### src/rtl/scsa_pkg.sv
// types, command and status codes and class constants for the slot allocator
// no dependencies
package scsa_pkg;

  localparam int unsigned NUM_CLASSES = 4;
  localparam int unsigned MAX_SLOTS   = 16;

  typedef enum logic [1:0] {
    CMD_ALLOC     = 2'd0,
    CMD_FREE      = 2'd1,
    CMD_CLEAR     = 2'd2,
    CMD_CLEAR_ALT = 2'd3
  } cmd_t;

  typedef enum logic [2:0] {
    ST_POOL_ALLOC = 3'd0,
    ST_ALLOC_MISS = 3'd1,
    ST_POOL_FREE  = 3'd2,
    ST_FREE_MISS  = 3'd3,
    ST_CLEARED    = 3'd4
  } status_t;

  typedef enum logic [1:0] {
    S_IDLE,
    S_MUL,
    S_EXEC
  } state_t;

  typedef struct packed {
    logic load_in;
    logic load_prod;
    logic exec;
  } ctrl_t;

  localparam logic [1:0] CLS_SMALL  = 2'd0;
  localparam logic [1:0] CLS_MEDIUM = 2'd1;
  localparam logic [1:0] CLS_LARGE  = 2'd2;
  localparam logic [1:0] CLS_XLARGE = 2'd3;

  localparam logic [23:0] CLASS_PIXELS [NUM_CLASSES] = '{
    24'(320 * 240), 24'(640 * 480), 24'(1024 * 768), 24'(1920 * 1080)
  };

  localparam logic [25:0] CLASS_BYTES [NUM_CLASSES] = '{
    26'(320 * 240 * 4), 26'(640 * 480 * 4), 26'(1024 * 768 * 4), 26'(1920 * 1080 * 4)
  };

endpackage

### src/rtl/scsa_req_if.sv
// request channel of the slot allocator: valid, ready and command payload
// no dependencies
interface scsa_req_if;
  logic        valid;
  logic        ready;
  logic [1:0]  cmd;
  logic [11:0] width;
  logic [11:0] height;
  logic [2:0]  free_class;
  logic [3:0]  free_slot;

  modport source (output valid, cmd, width, height, free_class, free_slot, input ready);
  modport sink (input valid, cmd, width, height, free_class, free_slot, output ready);
endinterface

### src/rtl/scsa_rsp_if.sv
// response channel of the slot allocator: valid, ready and result payload
// no dependencies
interface scsa_rsp_if;
  logic        valid;
  logic        ready;
  logic [2:0]  status;
  logic [1:0]  grant_class;
  logic [3:0]  grant_slot;
  logic [25:0] bytes_in_use;
  logic [31:0] hit_count;
  logic [31:0] miss_count;
  logic [31:0] free_hit_count;
  logic [31:0] free_miss_count;

  modport source (output valid, status, grant_class, grant_slot, bytes_in_use, hit_count,
                  miss_count, free_hit_count, free_miss_count, input ready);
  modport sink (input valid, status, grant_class, grant_slot, bytes_in_use, hit_count,
                miss_count, free_hit_count, free_miss_count, output ready);
endinterface

### src/rtl/size_class_slot_allocator.sv
// top level of the size class slot allocator: controller plus datapath
// depends on scsa_pkg, scsa_req_if, scsa_rsp_if, scsa_ctrl, scsa_dp
//
// usage:
//   req carries one command per transfer: allocate (width x height), free
//   (class and slot) or clear statistics. rsp carries one result per request,
//   in order, with status, granted class and slot, bytes in use and the four
//   hit/miss counters as they stand after the command.
//   each request passes through three steps: a register stage for the request,
//   one for the 12x12 product, and one that scans the busy maps, updates state
//   and loads the response register. one request is in flight at a time, so
//   no new request is taken until the current one has passed its execute
//   step. rsp.valid is registered and rises after the execute step.
//   a stalled receiver holds the response register; the next request is
//   still taken and processed up to its execute step, which waits until the
//   held response has been taken.
//   synchronous reset frees every usable slot and zeroes bytes and counters;
//   the block takes a request in the first cycle after reset.
module size_class_slot_allocator
  import scsa_pkg::*;
#(
  parameter int unsigned SMALL_SLOTS  = 16,
  parameter int unsigned MEDIUM_SLOTS = 8,
  parameter int unsigned LARGE_SLOTS  = 4,
  parameter int unsigned XLARGE_SLOTS = 2
) (
  input logic       clk,
  input logic       rst,
  scsa_req_if.sink  req,
  scsa_rsp_if.source rsp
);

  ctrl_t ctrl;

  scsa_ctrl u_ctrl (
    .clk       (clk),
    .rst       (rst),
    .in_valid  (req.valid),
    .in_ready  (req.ready),
    .out_valid (rsp.valid),
    .out_ready (rsp.ready),
    .ctrl      (ctrl)
  );

  scsa_dp #(
    .SMALL_SLOTS  (SMALL_SLOTS),
    .MEDIUM_SLOTS (MEDIUM_SLOTS),
    .LARGE_SLOTS  (LARGE_SLOTS),
    .XLARGE_SLOTS (XLARGE_SLOTS)
  ) u_dp (
    .clk             (clk),
    .rst             (rst),
    .ctrl            (ctrl),
    .cmd             (req.cmd),
    .width           (req.width),
    .height          (req.height),
    .free_class      (req.free_class),
    .free_slot       (req.free_slot),
    .status          (rsp.status),
    .grant_class     (rsp.grant_class),
    .grant_slot      (rsp.grant_slot),
    .bytes_in_use    (rsp.bytes_in_use),
    .hit_count       (rsp.hit_count),
    .miss_count      (rsp.miss_count),
    .free_hit_count  (rsp.free_hit_count),
    .free_miss_count (rsp.free_miss_count)
  );

endmodule

### src/rtl/scsa_ctrl.sv
// controller of the slot allocator: sequences load, multiply and execute
// and owns the response valid flag; depends on scsa_pkg
module scsa_ctrl
  import scsa_pkg::*;
(
  input  logic  clk,
  input  logic  rst,
  input  logic  in_valid,
  output logic  in_ready,
  output logic  out_valid,
  input  logic  out_ready,
  output ctrl_t ctrl
);

  state_t state, state_next;
  logic   out_valid_next;

  always_ff @(posedge clk) begin
    if (rst) begin
      state     <= S_IDLE;
      out_valid <= 1'b0;
    end else begin
      state     <= state_next;
      out_valid <= out_valid_next;
    end
  end

  always_comb begin
    state_next = state;
    in_ready   = 1'b0;
    ctrl       = '0;
    unique case (state)
      S_IDLE: begin
        in_ready = 1'b1;
        if (in_valid) begin
          ctrl.load_in = 1'b1;
          state_next   = S_MUL;
        end
      end
      S_MUL: begin
        ctrl.load_prod = 1'b1;
        state_next     = S_EXEC;
      end
      S_EXEC: begin
        if (!out_valid || out_ready) begin
          ctrl.exec  = 1'b1;
          state_next = S_IDLE;
        end
      end
      default: state_next = S_IDLE;
    endcase
  end

  always_comb begin
    out_valid_next = out_valid;
    if (ctrl.exec) begin
      out_valid_next = 1'b1;
    end else if (out_ready) begin
      out_valid_next = 1'b0;
    end
  end

endmodule

### src/rtl/scsa_dp.sv
// datapath of the slot allocator: request registers, product, busy maps,
// counters and response registers; depends on scsa_pkg
module scsa_dp
  import scsa_pkg::*;
#(
  parameter int unsigned SMALL_SLOTS  = 16,
  parameter int unsigned MEDIUM_SLOTS = 8,
  parameter int unsigned LARGE_SLOTS  = 4,
  parameter int unsigned XLARGE_SLOTS = 2
) (
  input  logic        clk,
  input  logic        rst,
  input  ctrl_t       ctrl,
  input  logic [1:0]  cmd,
  input  logic [11:0] width,
  input  logic [11:0] height,
  input  logic [2:0]  free_class,
  input  logic [3:0]  free_slot,
  output logic [2:0]  status,
  output logic [1:0]  grant_class,
  output logic [3:0]  grant_slot,
  output logic [25:0] bytes_in_use,
  output logic [31:0] hit_count,
  output logic [31:0] miss_count,
  output logic [31:0] free_hit_count,
  output logic [31:0] free_miss_count
);

  localparam logic [4:0] LIMIT [NUM_CLASSES] = '{
    5'(SMALL_SLOTS), 5'(MEDIUM_SLOTS), 5'(LARGE_SLOTS), 5'(XLARGE_SLOTS)
  };

  // slots beyond a class's count sit permanently busy
  localparam logic [15:0] PAD [NUM_CLASSES] = '{
    16'(32'hFFFF << SMALL_SLOTS), 16'(32'hFFFF << MEDIUM_SLOTS),
    16'(32'hFFFF << LARGE_SLOTS), 16'(32'hFFFF << XLARGE_SLOTS)
  };

  cmd_t        cmd_q;
  logic [11:0] width_q;
  logic [11:0] height_q;
  logic [2:0]  free_class_q;
  logic [3:0]  free_slot_q;
  logic [23:0] prod;

  logic [15:0] busy [NUM_CLASSES];
  logic [15:0] busy_next [NUM_CLASSES];
  logic [25:0] used_bytes, used_bytes_next;
  logic [31:0] grant_total, grant_total_next;
  logic [31:0] miss_total, miss_total_next;
  logic [31:0] release_hits, release_hits_next;
  logic [31:0] release_misses, release_misses_next;

  logic [NUM_CLASSES-1:0] fits;
  logic [NUM_CLASSES-1:0] has_free;
  logic [3:0]             first_free [NUM_CLASSES];
  logic                   found;
  logic [1:0]             sel_class;
  logic [1:0]             fcls;
  logic                   free_ok;
  status_t                status_next;
  logic [1:0]             gcls_next;
  logic [3:0]             gslot_next;

  always_ff @(posedge clk) begin
    if (ctrl.load_in) begin
      cmd_q        <= cmd_t'(cmd);
      width_q      <= width;
      height_q     <= height;
      free_class_q <= free_class;
      free_slot_q  <= free_slot;
    end
    if (ctrl.load_prod) begin
      prod <= width_q * height_q;
    end
  end

  always_comb begin
    for (int c = 0; c < NUM_CLASSES; c++) begin
      fits[c]       = prod <= CLASS_PIXELS[c];
      has_free[c]   = ~&busy[c];
      first_free[c] = 4'd0;
      for (int i = MAX_SLOTS - 1; i >= 0; i--) begin
        if (!busy[c][i]) first_free[c] = 4'(i);
      end
    end
    found     = 1'b0;
    sel_class = CLS_SMALL;
    for (int c = NUM_CLASSES - 1; c >= 0; c--) begin
      if (fits[c] && has_free[c]) begin
        found     = 1'b1;
        sel_class = 2'(c);
      end
    end
  end

  assign fcls    = free_class_q[1:0];
  assign free_ok = !free_class_q[2] && ({1'b0, free_slot_q} < LIMIT[fcls]);

  always_comb begin
    busy_next           = busy;
    used_bytes_next     = used_bytes;
    grant_total_next    = grant_total;
    miss_total_next     = miss_total;
    release_hits_next   = release_hits;
    release_misses_next = release_misses;
    status_next         = ST_CLEARED;
    gcls_next           = CLS_SMALL;
    gslot_next          = 4'd0;
    case (cmd_q) inside
      CMD_ALLOC: begin
        if (found) begin
          busy_next[sel_class][first_free[sel_class]] = 1'b1;
          used_bytes_next  = used_bytes + CLASS_BYTES[sel_class];
          grant_total_next = grant_total + 32'd1;
          status_next      = ST_POOL_ALLOC;
          gcls_next        = sel_class;
          gslot_next       = first_free[sel_class];
        end else begin
          miss_total_next = miss_total + 32'd1;
          status_next     = ST_ALLOC_MISS;
        end
      end
      CMD_FREE: begin
        if (free_ok) begin
          if (busy[fcls][free_slot_q]) begin
            busy_next[fcls][free_slot_q] = 1'b0;
            used_bytes_next = used_bytes - CLASS_BYTES[fcls];
          end
          release_hits_next = release_hits + 32'd1;
          status_next       = ST_POOL_FREE;
        end else begin
          release_misses_next = release_misses + 32'd1;
          status_next         = ST_FREE_MISS;
        end
      end
      CMD_CLEAR, CMD_CLEAR_ALT: begin
        grant_total_next    = '0;
        miss_total_next     = '0;
        release_hits_next   = '0;
        release_misses_next = '0;
        status_next         = ST_CLEARED;
      end
      default: status_next = ST_CLEARED;
    endcase
  end

  always_ff @(posedge clk) begin
    if (rst) begin
      busy           <= PAD;
      used_bytes     <= '0;
      grant_total    <= '0;
      miss_total     <= '0;
      release_hits   <= '0;
      release_misses <= '0;
    end else if (ctrl.exec) begin
      busy           <= busy_next;
      used_bytes     <= used_bytes_next;
      grant_total    <= grant_total_next;
      miss_total     <= miss_total_next;
      release_hits   <= release_hits_next;
      release_misses <= release_misses_next;
    end
  end

  always_ff @(posedge clk) begin
    if (ctrl.exec) begin
      status          <= status_next;
      grant_class     <= gcls_next;
      grant_slot      <= gslot_next;
      bytes_in_use    <= used_bytes_next;
      hit_count       <= grant_total_next;
      miss_count      <= miss_total_next;
      free_hit_count  <= release_hits_next;
      free_miss_count <= release_misses_next;
    end
  end

endmodule

### src/flat_wrapper.sv
// flat-port wrapper written by rule: the top's interface ports become plain ports
module size_class_slot_allocator_flat import scsa_pkg::*;
#(
  parameter int unsigned SMALL_SLOTS  = 16,
  parameter int unsigned MEDIUM_SLOTS = 8,
  parameter int unsigned LARGE_SLOTS  = 4,
  parameter int unsigned XLARGE_SLOTS = 2
)
  (clk, rst, req_valid, req_cmd, req_width, req_height, req_free_class, req_free_slot, req_ready, rsp_valid, rsp_status, rsp_grant_class, rsp_grant_slot, rsp_bytes_in_use, rsp_hit_count, rsp_miss_count, rsp_free_hit_count, rsp_free_miss_count, rsp_ready);
  scsa_req_if req_i ();
  scsa_rsp_if rsp_i ();
  input logic clk;
  input logic rst;
  input wire logic [$bits(req_i.valid)-1:0] req_valid;
  input wire logic [$bits(req_i.cmd)-1:0] req_cmd;
  input wire logic [$bits(req_i.width)-1:0] req_width;
  input wire logic [$bits(req_i.height)-1:0] req_height;
  input wire logic [$bits(req_i.free_class)-1:0] req_free_class;
  input wire logic [$bits(req_i.free_slot)-1:0] req_free_slot;
  output wire logic [$bits(req_i.ready)-1:0] req_ready;
  output wire logic [$bits(rsp_i.valid)-1:0] rsp_valid;
  output wire logic [$bits(rsp_i.status)-1:0] rsp_status;
  output wire logic [$bits(rsp_i.grant_class)-1:0] rsp_grant_class;
  output wire logic [$bits(rsp_i.grant_slot)-1:0] rsp_grant_slot;
  output wire logic [$bits(rsp_i.bytes_in_use)-1:0] rsp_bytes_in_use;
  output wire logic [$bits(rsp_i.hit_count)-1:0] rsp_hit_count;
  output wire logic [$bits(rsp_i.miss_count)-1:0] rsp_miss_count;
  output wire logic [$bits(rsp_i.free_hit_count)-1:0] rsp_free_hit_count;
  output wire logic [$bits(rsp_i.free_miss_count)-1:0] rsp_free_miss_count;
  input wire logic [$bits(rsp_i.ready)-1:0] rsp_ready;
  assign req_i.valid = req_valid;
  assign req_i.cmd = req_cmd;
  assign req_i.width = req_width;
  assign req_i.height = req_height;
  assign req_i.free_class = req_free_class;
  assign req_i.free_slot = req_free_slot;
  assign req_ready = req_i.ready;
  assign rsp_valid = rsp_i.valid;
  assign rsp_status = rsp_i.status;
  assign rsp_grant_class = rsp_i.grant_class;
  assign rsp_grant_slot = rsp_i.grant_slot;
  assign rsp_bytes_in_use = rsp_i.bytes_in_use;
  assign rsp_hit_count = rsp_i.hit_count;
  assign rsp_miss_count = rsp_i.miss_count;
  assign rsp_free_hit_count = rsp_i.free_hit_count;
  assign rsp_free_miss_count = rsp_i.free_miss_count;
  assign rsp_i.ready = rsp_ready;
  size_class_slot_allocator #(.SMALL_SLOTS(SMALL_SLOTS), .MEDIUM_SLOTS(MEDIUM_SLOTS), .LARGE_SLOTS(LARGE_SLOTS), .XLARGE_SLOTS(XLARGE_SLOTS)) u_core (.clk(clk), .rst(rst), .req(req_i), .rsp(rsp_i));
endmodule
### config.mk
export PLATFORM = sky130hd
export DESIGN_NAME = size_class_slot_allocator_flat
export DESIGN_NICKNAME = d
export VERILOG_FILES = /design/src/rtl/scsa_pkg.sv /design/src/rtl/scsa_req_if.sv /design/src/rtl/scsa_rsp_if.sv /design/src/rtl/size_class_slot_allocator.sv /design/src/rtl/scsa_ctrl.sv /design/src/rtl/scsa_dp.sv /design/src/flat_wrapper.sv
export SDC_FILE = /design/constraint.sdc
export NUM_CORES = 1
export LEC_CHECK = 0
export ABC_AREA = 1
export BUFFER_PORTS_ARGS = -buffer_cell sky130_fd_sc_hd__buf_2
export CORE_ASPECT_RATIO = 1.5
export CORE_MARGIN = 2
export CORE_UTILIZATION = 50
export CTS_CLUSTER_SIZE = 28
export DETAILED_ROUTE_END_ITERATION = 6
export PLACE_DENSITY = 0.81
export SYNTH_ARGS = -nofsm -noshare
export SYNTH_HDL_FRONTEND = slang
export SYNTH_SLANG_ARGS = --single-unit
### constraint.sdc
create_clock -name clk -period 7.1 [get_ports clk]
set_clock_uncertainty 0.2 [all_clocks]
set_input_delay 1.065 -clock clk [delete_from_list [all_inputs] [get_ports clk]]
set_output_delay 1.065 -clock clk [all_outputs]
set_load 0.01 [all_outputs]
# == Yosys cells after proc, flatten, opt, wreduce, memory -nomap -nowiden ==
# Cells that the tools add are included.
# word_totals
out_inout_bits,165
ff_bits,441
in_bits,37
# classes
n_mul,1
n_eq_ne,8
n_addsub,6
muxes,138
n_reduce_logical,30
order_cmp,13
bitwise_logic,5
# op_table
operator,count
$mux W32,16
$mux W64,5
$mux W4,66
$mux W26,9
$add A32 B1 Y32 const B,4
$bmux W26 S2,2
$and A64 B64 Y64,1
$demux W16 S2,2
$mux W16,4
$not A64 Y64,1
$or A64 B64 Y64,1
$reduce_and A16 Y1,4
$bmux W16 S2,1
$add A26 B26 Y26,1
$sub A26 B26 Y26,1
$le A24 B17 Y1 const B,1
$le A24 B19 Y1 const B,1
$le A24 B20 Y1 const B,1
$le A24 B21 Y1 const B,1
$mul A12 B12 Y24,1
$mux W1,17
$mux W2,6
$bmux W5 S2,1
$lt A4 B5 Y1 const B,2
22 further kinds,52

# == Depth between registers and ports, before layout ==
# depth
word_depth,28
depth_mapped,28

# == Hierarchy ==
# From an unflattened synthesis, not the netlist that was laid out.
# unflattened
hier_cells,3617
area_unflattened_um2,27457.6
# modules_own_cells
mod,instances,cells_per_inst,seq_area_each_um2,area_per_inst_um2
scsa_dp,1,3597,10369.9,27301.2
scsa_ctrl,1,20,60.1,156.4

# == Least setup slack after synthesis ==
# No wires, ideal clock.
# synth_timing
path_type,input port to flip-flop
start,input rsp_ready
end,register u_core.u_dp.bytes_in_use[12] (enable)
setup_slack_ns,0.390
path_stages,6
arrival_time_ns,5.936
setup_ns,0.574
required_time_ns,6.326
path_cell_list,nor2_1 inv_1 nand2_1 clkbuf_1 clkinv_1 clkbuf_1
# synth_lines
item,line,rtl
from (decl),flat_wrapper.sv:30,input wire logic [$bits(rsp_i.ready)-1:0] rsp_ready;
to (signal assigned),scsa_dp.sv:171,bytes_in_use <= used_bytes_next;
to (decl),scsa_dp.sv:22,"output logic [25:0] bytes_in_use,"

# == Worst setup path in the final report ==
# layout_timing
start,register u_core.u_dp.width_q[3]
end,register u_core.u_dp.prod[23] (data pin)
# layout_via
elab_chain_len,1
# layout_rtl
item,line,rtl
from (decl),scsa_dp.sv:40,logic [11:0] width_q;
from (signal assigned),scsa_dp.sv:68,width_q <= width;
$mul A12 B12 Y24,scsa_dp.sv:74,prod <= width_q * height_q;
to (signal assigned),scsa_dp.sv:74,
to (decl),scsa_dp.sv:44,logic [23:0] prod;
# Every way passes these cells.
# A chain may end at the register's enable or synchronous reset.

==> impl_metrics.toml <==
[clocking]
clk_latency_ns = 0.60
path_clk_slew_ns = 0.07
cts_setup_buffers = 0
cts_max_level = 2
cts-buffers-inserted = 42
cts.sinks = 417
cts_root_buffer = "clkbuf_16"
cts_tree = "yes"
clockBufferDepth = 3
ctsResizeCount = 0
holdBufCountCts = 0

[timing]
hold_viol_final = 0
rsz0062_at_grt = "no"
slew_viol_final = 0
relSlewSlack_pct = 20.7
tightest_slew_ns = 1.18
fmax_mhz = 175
worst_slack_ns = 1.38
finalSetupViolCount = 0
finalCritPeriodShare_pct = 80.6
fin_setup_tns_ns = 0
finalCriticalPeriod_ns = 5.72

[die]
num_io_pins = 202
row_count = 105
core_area_um2 = 54500
dieArea_um2 = 56800
start_util_pct = 50.3
die_h_um = 291
die_w_um = 195

[drt]
viasPerCell = 5.57
drc = 0
vias = 24900
first_iter_violations = 1998
first_pass_iters = 7
ant_nets = 0
wire_per_inst_um = 17.2
wl_um = 77100

[final_layout]
antenna_cells = 0
layout_common_cells = "nand2_1, inv_1, o21ai_0"
nets = 3989
layout_commonest_cell = "nand2_1"
design_area_um2 = 30200
area_growth_pct = 9.95
largest_register_ffs = 64
largest-register = "u_core.u_dp.busy"
drive_gt1_share_pct = 8.77

[power]
power_density_nw_per_um2 = 260
pwr-share-seq_pct = 36.9
combPwrFrac_pct = 33.1
p_int_mw = 5.07
clkPwrFrac_pct = 30.0
p_sw_mw = 2.78
swShare_pct = 35.4
leakagePower_nw = 13.6
ir_worst_vdd_v = 0.000224
total_power_mw = 7.85

[place]
portBuffers = 189
placed_cell_area_um2 = 28700
dp_hpwl_um = 56000
gp_congestion = 0.975
pre_cts_ws_ns = 1.42

[synth]
synth-async-reset-ratio_pct = 0
synthTopCellsByArea = "edfxtp_1, dfxtp_1, nand2_1"
ys_dominant_reg_cell = "dfxtp_1"
synth_cells = 3646
ys_ff_latch = 417
synth_top_cell_by_area = "edfxtp_1"
avgSynthCellArea_um2 = 7.53
netlist_area_um2 = 27400
synth_edf_count = 208
ys_seq_area_share_pct = 38.0
yosys.area.top_type_share_pct = 22.8
ys.warnings.count = 0
ys_types = 58

[run_status]
status = "completed"

[setup_path]
arrival_ns = 5.86
cp-end-kind = "register"
crit-reg2reg-launch = "u_core.u_dp.width_q[3]"
worstPathRequired_ns = 7.23
critPathKind = "register to register"
r2r_setup_slack_ns = 1.38
worst-r2r-cell-count = 24
regToRegEndpoint = "u_core.u_dp.prod[23]"
worstSetupStartpoint = "u_core.u_dp.width_q[3]"
startpoint_type = "register"
crit_path_end = "u_core.u_dp.prod[23]"
path_max_fanout = 12

[global_route]
busiest_layer = "met2"
met1_usage_pct = 30.5
grt_use_total_pct = 26.9
grt_pass1_vias = 24000
antenna_found_initial = 0
grt_max_degree = 116
grt_pass1_wl_um = 123000
grt-ovfl-total = 0
grt_use_met2_pct = 48.3
met3_usage_pct = 3.84

[min_path]
hold_class = "register to register"

[flow_run]
drv_cap = 0
worst min-delay path by stage:
stage          cells past startpoint                    from                     end  slack (ns)
2_1_floorplan                      1  u_core.u_ctrl.state[1]  u_core.u_ctrl.state[0]        0.25
3_3_place_gp                       2     u_core.u_dp.busy[1]     u_core.u_dp.busy[1]        0.28
3_5_place_dp                       2    u_core.u_dp.busy[34]    u_core.u_dp.busy[34]        0.28
4_1_cts                            2     u_core.u_dp.busy[1]     u_core.u_dp.busy[1]        0.30
5_1_grt                            2     u_core.u_dp.busy[1]     u_core.u_dp.busy[1]        0.32
6_report                           2     u_core.u_dp.busy[1]     u_core.u_dp.busy[1]        0.30
worst max-delay path, cell delays in order (launching register included):
cell,delay (ns)
edfxtp_1,0.62
nand2_1,0.15
fa_1,0.52
fa_1,0.51
inv_1,0.04
ha_1,0.30
fa_1,0.53
inv_1,0.05
fa_1,0.52
inv_1,0.04
ha_1,0.35
nand4_1,0.13
nor2_1,0.05
nand3b_1,0.19
nand2_1,0.08
nand2_1,0.08
a21boi_0,0.28
o21ai_0,0.21
nand2_1,0.09
nand2_1,0.08
nand2_1,0.06
nand2_1,0.09
nand2_1,0.08
nand3_1,0.07
xor2_1,0.14
area by class of cell:
cell class / instances / area [um2]
Clock inverter: 26 / 317
Timing Repair Buffer: 206 / 1080
Sequential cell: 417 / 10400
Fill cell: 5084 / 24300
Clock buffer: 51 / 1110
Multi-Input combinational cell: 2450 / 14000
Tap cell: 695 / 870
Inverter: 637 / 2400
metal layers:
layer	part of all wire, %	vias to the layer above	wire, um
met1	37	11600	28800
met2	50	991	38700
met5	0	-	0
met3	6.6	273	5080
met4	5.9	0	4570
li1	-	12100	-
Yosys cell counts (4+ instances only):
| library cell | count |
|---|---|
| dfxtp_1 | 209 |
| buf_2 | 21 |
| nand2_2 | 10 |
| a31oi_1 | 12 |
| nor3_1 | 94 |
| o21ai_1 | 26 |
| nor2_1 | 254 |
| nand4_1 | 82 |
| xor2_1 | 61 |
| nand2_1 | 794 |
| inv_2 | 9 |
| fa_1 | 102 |
| nand3b_1 | 5 |
| nor4_1 | 38 |
| edfxtp_1 | 208 |
| nor2_2 | 7 |
| a21oi_1 | 302 |
| o21bai_1 | 4 |
| clkbuf_1 | 97 |
| xnor2_1 | 7 |
| buf_1 | 8 |
| ha_1 | 96 |
| nor3b_2 | 5 |
| buf_4 | 23 |
| nand3_1 | 120 |
| clkinv_1 | 4 |
| a22oi_1 | 9 |
| o21ai_0 | 345 |
| inv_1 | 623 |
| o22ai_1 | 4 |
| nor2_4 | 7 |
| o31ai_1 | 5 |
| o211ai_1 | 13 |
logic make-up after synthesis:
logic type               count (synthesis)  synth area share [%]
other                                    1                0.0137
AO/OA/AOI/OAI                          740                  14.1
buffers and inverters                  790                  11.3
flip-flops                             417                  38.0
adder cells (fa/ha/maj)                198                  11.8
XOR/XNOR                                68                  2.17
AND/OR/NAND/NOR                       1432                  22.6
stage by stage:
| stage | instances | utilization (%) | hold WS, ns |
|---|---|---|---|
| final | 4482 | 55.4 | 0.299 |
| after global routing | 4482 | 55.4 | 0.318 |
| after detailed placement | 4405 | 52.7 | 0.285 |
| after floorplan | 3657 | - | 0.245 |
| after CTS | 4482 | 55.4 | 0.295 |
| after global placement | 4405 | 52.7 | 0.280 |
power groups by stage:
| stage | Sequential, mW | Clock, mW | Combinational [mW] |
|---|---|---|---|
| floorplan | 2.91 | 0 | 2.03 |
| global placement | 2.94 | 0 | 2.50 |
| detailed placement | 2.94 | 0 | 2.59 |
| CTS | 2.89 | 2.40 | 2.60 |
| global route | 2.91 | 2.48 | 2.97 |
| finish | 2.89 | 2.35 | 2.60 |
(Power assumes the default switching activity.)
